$ cat config.mk
export PLATFORM = sky130hd
export DESIGN_NAME = coap_message_serializer
export DESIGN_NICKNAME = d
export VERILOG_FILES = /design/src/cms_pkg.sv /design/src/coap_message_serializer.sv
export SDC_FILE = /design/constraint.sdc
export NUM_CORES = 1
export LEC_CHECK = 0
export BUFFER_PORTS_ARGS = -buffer_cell sky130_fd_sc_hd__buf_2
export CORE_ASPECT_RATIO = 1.4
export CORE_MARGIN = 3
export CORE_UTILIZATION = 46
export DETAILED_ROUTE_END_ITERATION = 10
export PLACE_DENSITY = 0.71
export SLEW_MARGIN = 25
export SYNTH_ARGS = -nofsm -noshare
export SYNTH_HDL_FRONTEND = slang
export SYNTH_SLANG_ARGS = --single-unit
$ cat constraint.sdc
create_clock -name clk -period 10.9 [get_ports clk]
set_clock_uncertainty 0.05 [all_clocks]
set_input_delay 2.725 -clock clk [delete_from_list [all_inputs] [get_ports clk]]
set_output_delay 2.725 -clock clk [all_outputs]
set_load 0.005 [all_outputs]
$ cat src/cms_pkg.sv
package cms_pkg;

    typedef enum logic [1:0] {
        CMD_HEADER  = 2'd0,
        CMD_OPTION  = 2'd1,
        CMD_VALUE   = 2'd2,
        CMD_PAYLOAD = 2'd3
    } cmd_t;

    typedef enum logic [2:0] {
        ST_OK        = 3'd0,
        ST_ZERO_LEN  = 3'd1,
        ST_ORDER     = 3'd2,
        ST_NO_ROOM   = 3'd3,
        ST_BAD_TOKEN = 3'd4
    } status_t;

    localparam int MAX_BYTES = 12;

    localparam logic [15:0] CAP_RESET      = 16'd1152;
    localparam logic [1:0]  COAP_VERSION   = 2'd1;
    localparam logic [3:0]  HDR_BYTES      = 4'd4;
    localparam logic [3:0]  MAX_TOKEN      = 4'd8;
    localparam logic [8:0]  EXT1_BASE      = 9'd13;
    localparam logic [8:0]  EXT2_BASE      = 9'd269;
    localparam logic [3:0]  NIB_EXT1       = 4'hD;
    localparam logic [3:0]  NIB_EXT2       = 4'hE;
    localparam logic [7:0]  PAYLOAD_MARKER = 8'hFF;

endpackage

$ cat src/coap_message_serializer.sv
// Channel   Direction  Handshake             Carries
// in        input      in_valid / in_ready   one command and its fields
// out       output     out_valid / out_ready one message byte or one error result
// cfg       input      cfg_wr_en             capacity register write
//
// Each command is encoded in the cycle it is accepted and lands in a 12-entry
// byte register that drains one result per cycle. A command produces from 1 to
// 12 results; the next command is taken in the cycle the last result
// transfers, so value bytes stream at one per cycle.
// Stalls on out_ready hold the byte register and back-pressure in_ready.
// Reset empties the byte register and clears message length and option number.
module coap_message_serializer (
    input  logic        clk,
    input  logic        rst_n,
    input  logic        cfg_wr_en,
    input  logic [15:0] cfg_wr_data,
    input  logic        in_valid,
    output logic        in_ready,
    input  logic [1:0]  command,
    input  logic [1:0]  msg_type,
    input  logic [7:0]  msg_code,
    input  logic [15:0] message_ident,
    input  logic [63:0] token_bytes,
    input  logic [3:0]  token_count,
    input  logic [15:0] option_number,
    input  logic [16:0] item_length,
    input  logic [7:0]  data_byte,
    output logic        out_valid,
    input  logic        out_ready,
    output logic [7:0]  out_byte,
    output logic        byte_valid,
    output logic        last,
    output logic [2:0]  status
);
    import cms_pkg::*;

    logic [15:0] cap_reg;
    logic [16:0] msg_len_reg, msg_len_next;
    logic [15:0] prev_opt_reg, prev_opt_next;
    logic [7:0]  bytes_reg [MAX_BYTES];
    logic [7:0]  bytes_next [MAX_BYTES];
    logic [3:0]  remain_reg, remain_next;
    logic        bvalid_reg, bvalid_next;
    status_t     status_reg, status_next;

    logic        load;
    logic        out_fire;

    // option encoding
    logic [15:0] delta;
    logic [15:0] delta_x2;
    logic [3:0]  d_nib;
    logic [1:0]  d_cnt;
    logic [7:0]  d_ext0, d_ext1;
    logic [15:0] len_x2;
    logic [3:0]  l_nib;
    logic [1:0]  l_cnt;
    logic [7:0]  l_ext0, l_ext1;
    logic [18:0] opt_total;
    logic [18:0] pay_total;
    logic [4:0]  hdr_total;

    assign load     = in_valid && in_ready;
    assign out_fire = out_valid && out_ready;
    assign in_ready = (remain_reg == 4'd0) || (out_ready && remain_reg == 4'd1);

    assign out_valid  = (remain_reg != 4'd0);
    assign out_byte   = bytes_reg[0];
    assign byte_valid = bvalid_reg;
    assign last       = (remain_reg == 4'd1);
    assign status     = status_reg;

    // Nibble and extension bytes for delta and length
    always_comb
    begin
        delta    = option_number - prev_opt_reg;
        delta_x2 = delta - 16'(EXT2_BASE);
        d_ext1   = delta_x2[7:0];
        if (delta < 16'(EXT1_BASE))
        begin
            d_nib  = delta[3:0];
            d_cnt  = 2'd0;
            d_ext0 = 8'd0;
        end
        else if (delta < 16'(EXT2_BASE))
        begin
            d_nib  = NIB_EXT1;
            d_cnt  = 2'd1;
            d_ext0 = 8'(delta - 16'(EXT1_BASE));
        end
        else
        begin
            d_nib  = NIB_EXT2;
            d_cnt  = 2'd2;
            d_ext0 = delta_x2[15:8];
        end

        len_x2 = 16'(item_length - 17'(EXT2_BASE));
        l_ext1 = len_x2[7:0];
        if (item_length < 17'(EXT1_BASE))
        begin
            l_nib  = item_length[3:0];
            l_cnt  = 2'd0;
            l_ext0 = 8'd0;
        end
        else if (item_length < 17'(EXT2_BASE))
        begin
            l_nib  = NIB_EXT1;
            l_cnt  = 2'd1;
            l_ext0 = 8'(item_length - 17'(EXT1_BASE));
        end
        else
        begin
            l_nib  = NIB_EXT2;
            l_cnt  = 2'd2;
            l_ext0 = len_x2[15:8];
        end

        opt_total = {2'b00, msg_len_reg} + 19'd1 + {17'd0, d_cnt} + {17'd0, l_cnt}
                  + {2'b00, item_length};
        pay_total = {2'b00, msg_len_reg} + {2'b00, item_length} + 19'd1;
        hdr_total = {1'b0, HDR_BYTES} + {1'b0, token_count};
    end

    // Encode one command into the byte register image
    always_comb
    begin
        for (int i = 0; i < MAX_BYTES; i++)
            bytes_next[i] = 8'd0;
        remain_next   = 4'd1;
        bvalid_next   = 1'b1;
        status_next   = ST_OK;
        msg_len_next  = msg_len_reg;
        prev_opt_next = prev_opt_reg;

        unique case (cmd_t'(command))
            CMD_HEADER:
            begin
                if (token_count > MAX_TOKEN)
                    status_next = ST_BAD_TOKEN;
                else if ({12'd0, hdr_total} > {1'b0, cap_reg})
                    status_next = ST_NO_ROOM;
                else
                begin
                    bytes_next[0] = {COAP_VERSION, msg_type, token_count};
                    bytes_next[1] = msg_code;
                    bytes_next[2] = message_ident[15:8];
                    bytes_next[3] = message_ident[7:0];
                    for (int i = 0; i < 8; i++)
                        bytes_next[4 + i] = token_bytes[8*i +: 8];
                    remain_next   = hdr_total[3:0];
                    msg_len_next  = {12'd0, hdr_total};
                    prev_opt_next = 16'd0;
                end
            end
            CMD_OPTION:
            begin
                if (item_length == 17'd0)
                    status_next = ST_ZERO_LEN;
                else if (option_number < prev_opt_reg)
                    status_next = ST_ORDER;
                else if (opt_total > {3'b000, cap_reg})
                    status_next = ST_NO_ROOM;
                else
                begin
                    bytes_next[0] = {d_nib, l_nib};
                    unique case (d_cnt)
                        2'd0:
                        begin
                            bytes_next[1] = l_ext0;
                            bytes_next[2] = l_ext1;
                        end
                        2'd1:
                        begin
                            bytes_next[1] = d_ext0;
                            bytes_next[2] = l_ext0;
                            bytes_next[3] = l_ext1;
                        end
                        default:
                        begin
                            bytes_next[1] = d_ext0;
                            bytes_next[2] = d_ext1;
                            bytes_next[3] = l_ext0;
                            bytes_next[4] = l_ext1;
                        end
                    endcase
                    remain_next   = 4'd1 + {2'b00, d_cnt} + {2'b00, l_cnt};
                    msg_len_next  = opt_total[16:0];
                    prev_opt_next = option_number;
                end
            end
            CMD_VALUE:
            begin
                bytes_next[0] = data_byte;
            end
            CMD_PAYLOAD:
            begin
                if (item_length == 17'd0)
                    status_next = ST_ZERO_LEN;
                else if (pay_total > {3'b000, cap_reg})
                    status_next = ST_NO_ROOM;
                else
                begin
                    bytes_next[0] = PAYLOAD_MARKER;
                    msg_len_next  = pay_total[16:0];
                end
            end
            default:
            begin
                bytes_next[0] = data_byte;
            end
        endcase

        // errors give a single flagged result and leave state alone
        if (status_next != ST_OK)
        begin
            for (int i = 0; i < MAX_BYTES; i++)
                bytes_next[i] = 8'd0;
            remain_next   = 4'd1;
            bvalid_next   = 1'b0;
            msg_len_next  = msg_len_reg;
            prev_opt_next = prev_opt_reg;
        end
    end

    always_ff @(posedge clk or negedge rst_n)
    begin
        if (!rst_n)
        begin
            cap_reg      <= CAP_RESET;
            msg_len_reg  <= 17'd0;
            prev_opt_reg <= 16'd0;
            remain_reg   <= 4'd0;
        end
        else
        begin
            if (cfg_wr_en)
                cap_reg <= cfg_wr_data;
            if (load)
            begin
                msg_len_reg  <= msg_len_next;
                prev_opt_reg <= prev_opt_next;
                remain_reg   <= remain_next;
            end
            else if (out_fire)
                remain_reg <= remain_reg - 4'd1;
        end
    end

    // Load a fresh image, or advance the queue by one byte per transfer
    always_ff @(posedge clk)
    begin
        if (load)
        begin
            bytes_reg  <= bytes_next;
            bvalid_reg <= bvalid_next;
            status_reg <= status_next;
        end
        else if (out_fire)
        begin
            for (int i = 0; i < MAX_BYTES - 1; i++)
                bytes_reg[i] <= bytes_reg[i + 1];
            bytes_reg[MAX_BYTES - 1] <= 8'd0;
        end
    end

endmodule

# Word level (Yosys, flattened, before mapping)
# Cells that the tools add are included.
# word_totals
regBits	153
input_bits	158
output_inout_bits	15
elab_cells	131
# classes
add_sub_neg	15
magnitude_cmp	9
eq_ne	12
mux	60
n_bitwise	1
n_reduce_logical	16
# ops
op	count
$mux 96	3
$mux 95	2
$mux 40	3
$mux 17	7
$mux 16	5
$pmux 16 s2	2
$pmux 32 s2	1
$mux 56	1
$mux 8	7
$pmux 17 s3	1
$mux 4	10
$gt 19x16->1	2
$pmux 8 s4	1
$sub 16x9->16 const B	2
$mux 2	12
$add 18x1->19 const B	1
$add 18x2->19	1
$add 19x17->19	1
$add 19x2->19	1
$add 17x1->18 const B	1
$add 17x17->18	1
$logic_not 17->1	1
$lt 17x4->1 const B	1
$lt 17x9->1 const B	1
other kinds (31)	45

# Longest topological paths before layout
# depth
word_depth	15
depth_mapped	39

# Worst setup path after synthesis
# OpenSTA, ideal clock, no wires.
# synth_path
kind	input -> register
from	input option_number[0]
to	register bytes_reg[60] (netlist bit), data pin
setup_time_ns	0.145
t_arrival_ns	10.369
t_required_ns	10.705
path_slack_ns	0.337
path_stages	38
n_path_buf	1
cell_sequence	inv_1 > ha_1 > inv_1 > fa_1 > xnor2_1 > nor3_1 > mux2_2 > or2_2 > o41a_1 > nor3_4 > nand3_2 > nor2_1 > inv_1 > ha_1 > inv_1 > fa_1 > ha_1 > fa_1 > (+2 left out) > a221oi_2 > nor2_1 > o21ai_0 > a21oi_1 > a21oi_1 > xnor2_1 > ha_1 > and3_1 > nand3_1 > nor3_1 > nand4_1 > a211oi_1 > nand2_1 > o311a_1 > or3_1 > clkbuf_1 > or2_1 > o21ai_1
# synth_via
elab_chain_len	15
elab_cells_between_ends	25
cone_classes	add/sub (4); order compare (4); eq/ne (1); mux (13); reduce/logical (3)
# synth_rtl
element	line_no	source
from (decl)	coap_message_serializer.sv:25	input logic [15:0] option_number,
$sub 16x16->16	coap_message_serializer.sv:76	delta = option_number - prev_opt_reg;
$lt 16x9->1	coap_message_serializer.sv:85	else if (delta < 16'(EXT2_BASE))
$mux 2	coap_message_serializer.sv:85	
$mux 2	coap_message_serializer.sv:79	if (delta < 16'(EXT1_BASE))
$add 18x2->19	coap_message_serializer.sv:119	opt_total = {2'b00, msg_len_reg} + 19'd1 + {17'd0, d_cnt} + {17'd0, l_cnt}
$add 19x2->19	coap_message_serializer.sv:119	
$add 19x17->19	coap_message_serializer.sv:120	+ {2'b00, item_length};
$gt 19x16->1	coap_message_serializer.sv:162	else if (opt_total > {3'b000, cap_reg})
$mux 2	coap_message_serializer.sv:162	
$mux 2	coap_message_serializer.sv:160	else if (option_number < prev_opt_reg)
$mux 2	coap_message_serializer.sv:158	if (item_length == 17'd0)
$pmux 3 s3	coap_message_serializer.sv:136	unique case (cmd_t'(command))
$reduce_bool 3->1	coap_message_serializer.sv:215	if (status_next != ST_OK)
$mux 96 (*)	coap_message_serializer.sv:215	
$mux 96 (*)	coap_message_serializer.sv:253	if (load)
to (signal assigned)	coap_message_serializer.sv:255	bytes_reg <= bytes_next;
to (signal, indexed assignment)	coap_message_serializer.sv:262	bytes_reg[i] <= bytes_reg[i + 1];
to (decl)	coap_message_serializer.sv:40	logic [7:0] bytes_reg [MAX_BYTES];
# Mark *: on every way between the ends. The rest lies on a longest branch, timed or not.
# A chain may end at the register's enable or synchronous reset.

# Worst setup path in the final report
# layout_path
from	input option_number[0]
to	register bytes_reg[84] (netlist bit), data pin
# The elaborated chain is that of the path after synthesis.

==> summary by stage <==
Route
The post-detailed-route DRC marker count is 0. The total vias in the final route is 10.8k. In the final routing, the length of wire on met1 measures 13600 um. After detailed routing, the average wire length per cell comes to 20.4 um. The wire length on met2 is 18700 um. The final wirelength is 36400 um. In the routed layout, each cell is associated on average with a via count of 6.06. The number of nets still failing antenna checks after routing is 0. Wire segments on met3 add up to 1790 um in the final route. The uppermost metal layer occupied by signal nets is met4. The initial detailed-routing violation count is 744. The pre-antenna-repair detailed-routing pass consisted of 5 iterations.

Synthesis
The per-instance average area after synthesis is 9.42 um2. The synthesized netlist devotes 23.4% of its cell area to compound gates. The number of warnings reported in the yosys synthesis log is 0. The post-synthesis xor/xnor area fraction is 4.02%.

After synthesis, the cell types taking the most area are sky130_fd_sc_hd__edfxtp_1, sky130_fd_sc_hd__ha_1, sky130_fd_sc_hd__dfrtp_1. For this run, the leading register cell type out of synthesis is sky130_fd_sc_hd__edfxtp_1. The cell count after synthesis came out at 1272. The number of enable-type register cells in the synthesized netlist is 100. The cell type with the largest total area after synthesis is sky130_fd_sc_hd__edfxtp_1. The area share of fa/ha/maj cells after synthesis is 14.9%. The fraction of the yosys area taken by sequential cells is 36.2%. The synthesized design contains 153 register bits. The netlist area before placement is 12000 um2. After synthesis, the share of cell area in mux cells is 2.05%. Summed over its instances, the top area cell type makes up 25.1% of the synthesized netlist area. The share of async-settable or async-resettable flops after synthesis is 34.6%. The distinct cell type count of the synthesized netlist is 85. Summing the areas of all and, or, nand and nor instances in the mapped netlist gives 14.4% of the synthesized area.

By area, the combinational part of the netlist is dominated by compound AO/OA/AOI/OAI gates. The number of nets produced by synthesis is 1561.

Critical path
For the worst flop-to-flop path, the logic depth is 41. The largest fanout on the critical path is 7. The data required time of the worst path is 11.15 ns. The worst reg2reg path endpoint is bytes_reg[84]. In this run the register-to-register setup slack is 2.58 ns.

The critical path class is in -> reg. The most numerous cell type found on the critical path is sky130_fd_sc_hd__inv_1. The maximum cell stage delay along the critical path is 0.46 ns. The slowest stage cell on the critical path is sky130_fd_sc_hd__fa_1. The category of the worst setup path launch point is an input pin. The end of the critical path is bytes_reg[84].

The startpoint of the lowest-slack register-to-register path is prev_opt_reg[0]. The launching element of the worst setup path is option_number[0]. Data arrives at the worst endpoint at 10.61 ns.

STA classifies the critical path endpoint as a flop.

Die
In this run the vertical extent of the chip is 197 um. The total area inside the core boundary comes to 25500 um2. From left edge to right edge, the die measures 142 um.

In this run the core area contains 69 standard-cell rows. The overall die area is 28000 um2. During I/O placement, the number of pins put on the boundary was 173.

Once the floorplan was initialized, standard cells occupied 47.0% of the core.

Clocking
The CTS sink count is 153. TritonCTS built the clock tree. Hold repair after CTS inserted 0 buffers.

The clock transition at the registers of the reported paths is 0.08 ns. The cell sitting at the root of the clock tree is a sky130_fd_sc_hd__clkbuf_16. The H-tree depth is 4.

Clock tree synthesis inserted a total of 17 buffers. The clock reaches the later pin of the worst-skew pair after 0.45 ns. The largest buffer count on any clock path is 2.

Placed design
Input and output buffers added on the ports amount to 172. The detailed placement HPWL is 28000 um. The congestion estimate from routability-driven global placement came to 0.962.

Timing
Setup repair after global routing left no endpoint under its margin. After routing, the total negative slack on setup checks comes to 0 ns. The max-slew violation count is 0. Measured against its own limit, the worst slew margin works out to 37.5%.

The portion of the clock cycle consumed by the worst path in the final layout is 95.0%. The worst path needs 10.36 ns of the cycle, external delays included. The actual transition at the worst max-transition pin is 0.936 ns.

The maximum achievable frequency is 96.5 MHz. Setup violations remaining at the end of the flow were counted as 0. The final-report hold violation count is 0.

Global route
The initial antenna violation count is 2. The number of global-route vias before repair is 10.8k. For this run the aggregate overflow at the end of global routing stands at 0. Global routing consumed, over all layers together, 25.6% of the routing resources.

The largest net degree at the start of global routing is 57. The first global-routing pass estimated 56000 um of wire.

Power and ir drop
For this design the static power due to leakage is 6.27 nW. The worst-case IR drop observed on VDD is 0.000144 V. The design draws 3.92 mW. The power per unit of standard cell area is 281 nW/um2.

Cells and area
The area growth from synthesis to layout is 16.7%. The number of fill cells in the layout is 2297. The register with the most flip-flops in the layout has 88 of them. The storage element area is 4330 um2.

In the layout the commonest cells are sky130_fd_sc_hd__buf_2, sky130_fd_sc_hd__nand2_1, sky130_fd_sc_hd__o21ai_0. Summing all multi-input logic gate instances after layout gives 7090 um2. The net count of the finished layout is 1736. Of the cells placed in the final design, the portion with a size suffix greater than 1 is 19.4%.

The library cell used most frequently in the layout, excluding fill and tap cells, is sky130_fd_sc_hd__buf_2.

Job
Max-cap violations in this run came to 0.

Status
The flow ran to the end, and the final reports show no timing, DRC or antenna violations.

Worst hold path
The worst hold path belongs to the class reg -> reg.
## metal layers
layer | GRT usage, % | up-vias
li1 | - | 5108
met1 | 28.6 | 5177
met3 | 3.88 | 127
met5 | 0 | -
met4 | 16.1 | 0
met2 | 45.2 | 382
## worst max-delay path, delay by kind of cell
| kind | cells | cell delay [ns] |
|---|---|---|
| buffers and inverters | 10 | 1.11 |
| AO/OA/AOI/OAI | 9 | 1.92 |
| AND/OR/NAND/NOR | 14 | 2.03 |
| adder cells (fa/ha/maj) | 8 | 2.45 |
| XOR/XNOR | 1 | 0.11 |
| multiplexers | 1 | 0.28 |
## cell usage after synthesis, types with 4 or more instances
cell type / number
sky130_fd_sc_hd__dfrtp_1: 51
sky130_fd_sc_hd__a31o_2: 4
sky130_fd_sc_hd__a31oi_1: 12
sky130_fd_sc_hd__nand2_1: 119
sky130_fd_sc_hd__mux2_2: 4
sky130_fd_sc_hd__o21bai_1: 6
sky130_fd_sc_hd__a22o_1: 53
sky130_fd_sc_hd__nand4_1: 11
sky130_fd_sc_hd__o2111ai_1: 5
sky130_fd_sc_hd__nor2_1: 57
sky130_fd_sc_hd__inv_1: 85
sky130_fd_sc_hd__nand3_1: 46
sky130_fd_sc_hd__or3_1: 7
sky130_fd_sc_hd__ha_1: 112
sky130_fd_sc_hd__xor2_1: 18
sky130_fd_sc_hd__o31ai_1: 26
sky130_fd_sc_hd__fa_1: 19
sky130_fd_sc_hd__and3_1: 18
sky130_fd_sc_hd__and2_1: 16
sky130_fd_sc_hd__o211a_1: 6
sky130_fd_sc_hd__o21ai_0: 118
sky130_fd_sc_hd__a21o_1: 19
sky130_fd_sc_hd__a22oi_1: 25
sky130_fd_sc_hd__xnor2_1: 37
sky130_fd_sc_hd__buf_2: 5
sky130_fd_sc_hd__a21oi_1: 55
sky130_fd_sc_hd__o21a_1: 7
sky130_fd_sc_hd__o211ai_1: 9
sky130_fd_sc_hd__nor4_1: 12
sky130_fd_sc_hd__a211o_1: 5
sky130_fd_sc_hd__buf_4: 8
sky130_fd_sc_hd__edfxtp_1: 100
sky130_fd_sc_hd__nor3_1: 21
sky130_fd_sc_hd__clkbuf_1: 50
sky130_fd_sc_hd__mux2i_1: 20
sky130_fd_sc_hd__nor2b_1: 9
sky130_fd_sc_hd__a221oi_1: 5
sky130_fd_sc_hd__a211oi_1: 17
sky130_fd_sc_hd__nand2b_1: 6
## timing repair
item                                    CTS  global route
buffers inserted                          0             1
endpoints found under the setup margin    0            75
gates resized for setup                   0             7
## through the flow
stage               util [%]  worst slack, ns  std cells  hold slack, ns  instance area, um2
detailed placement      52.4           -0.226       1746           0.421               13400
finish                  54.9            0.540       1781           0.435               14000
global route            54.9          0.00208       1780           0.488               14000
floorplan                  -            0.337       1272           0.400               12000
CTS                     54.7            0.216       1778           0.438               13900
global placement        52.4           0.0925       1746           0.420               13400
## worst min-delay path by stage
stage              startpoint              to  slack (ns)  cells after the start
2_1_floorplan  msg_len_reg[0]  msg_len_reg[0]        0.40                      2
3_3_place_gp   msg_len_reg[0]  msg_len_reg[0]        0.42                      2
3_5_place_dp   msg_len_reg[0]  msg_len_reg[0]        0.42                      2
4_1_cts        msg_len_reg[0]  msg_len_reg[0]        0.44                      2
5_1_grt        msg_len_reg[2]  msg_len_reg[2]        0.49                      2
6_report       msg_len_reg[0]  msg_len_reg[0]        0.44                      2
## final cells by class
type	count	share of cell area [%]
timing repair buffer	221	8.97
antenna	2	0.0358
sequential	153	31.0
clock buffer	17	3.04
inverter	85	2.28
clock inverter	15	1.14
multi-input combinational	969	50.7
tap	319	2.86
## kinds of logic (layout without fill, tap and decap cells)
family | Yosys count | count (layout)
simple gates | 349 | 349
buf+inv | 150 | 338
mux | 24 | 24
other cells | 0 | 2
compound gates | 410 | 410
flops | 153 | 153
fa+ha+maj | 131 | 131
xor+xnor | 55 | 55
## power by group
| part | switching (mW) | internal (mW) |
|---|---|---|
| sequential | 0.0768 | 0.891 |
| combinational | 1.39 | 0.967 |
| clock | 0.295 | 0.306 |
| total | 1.76 | 2.16 |
Note: power is estimated with default switching activity, not from simulation.
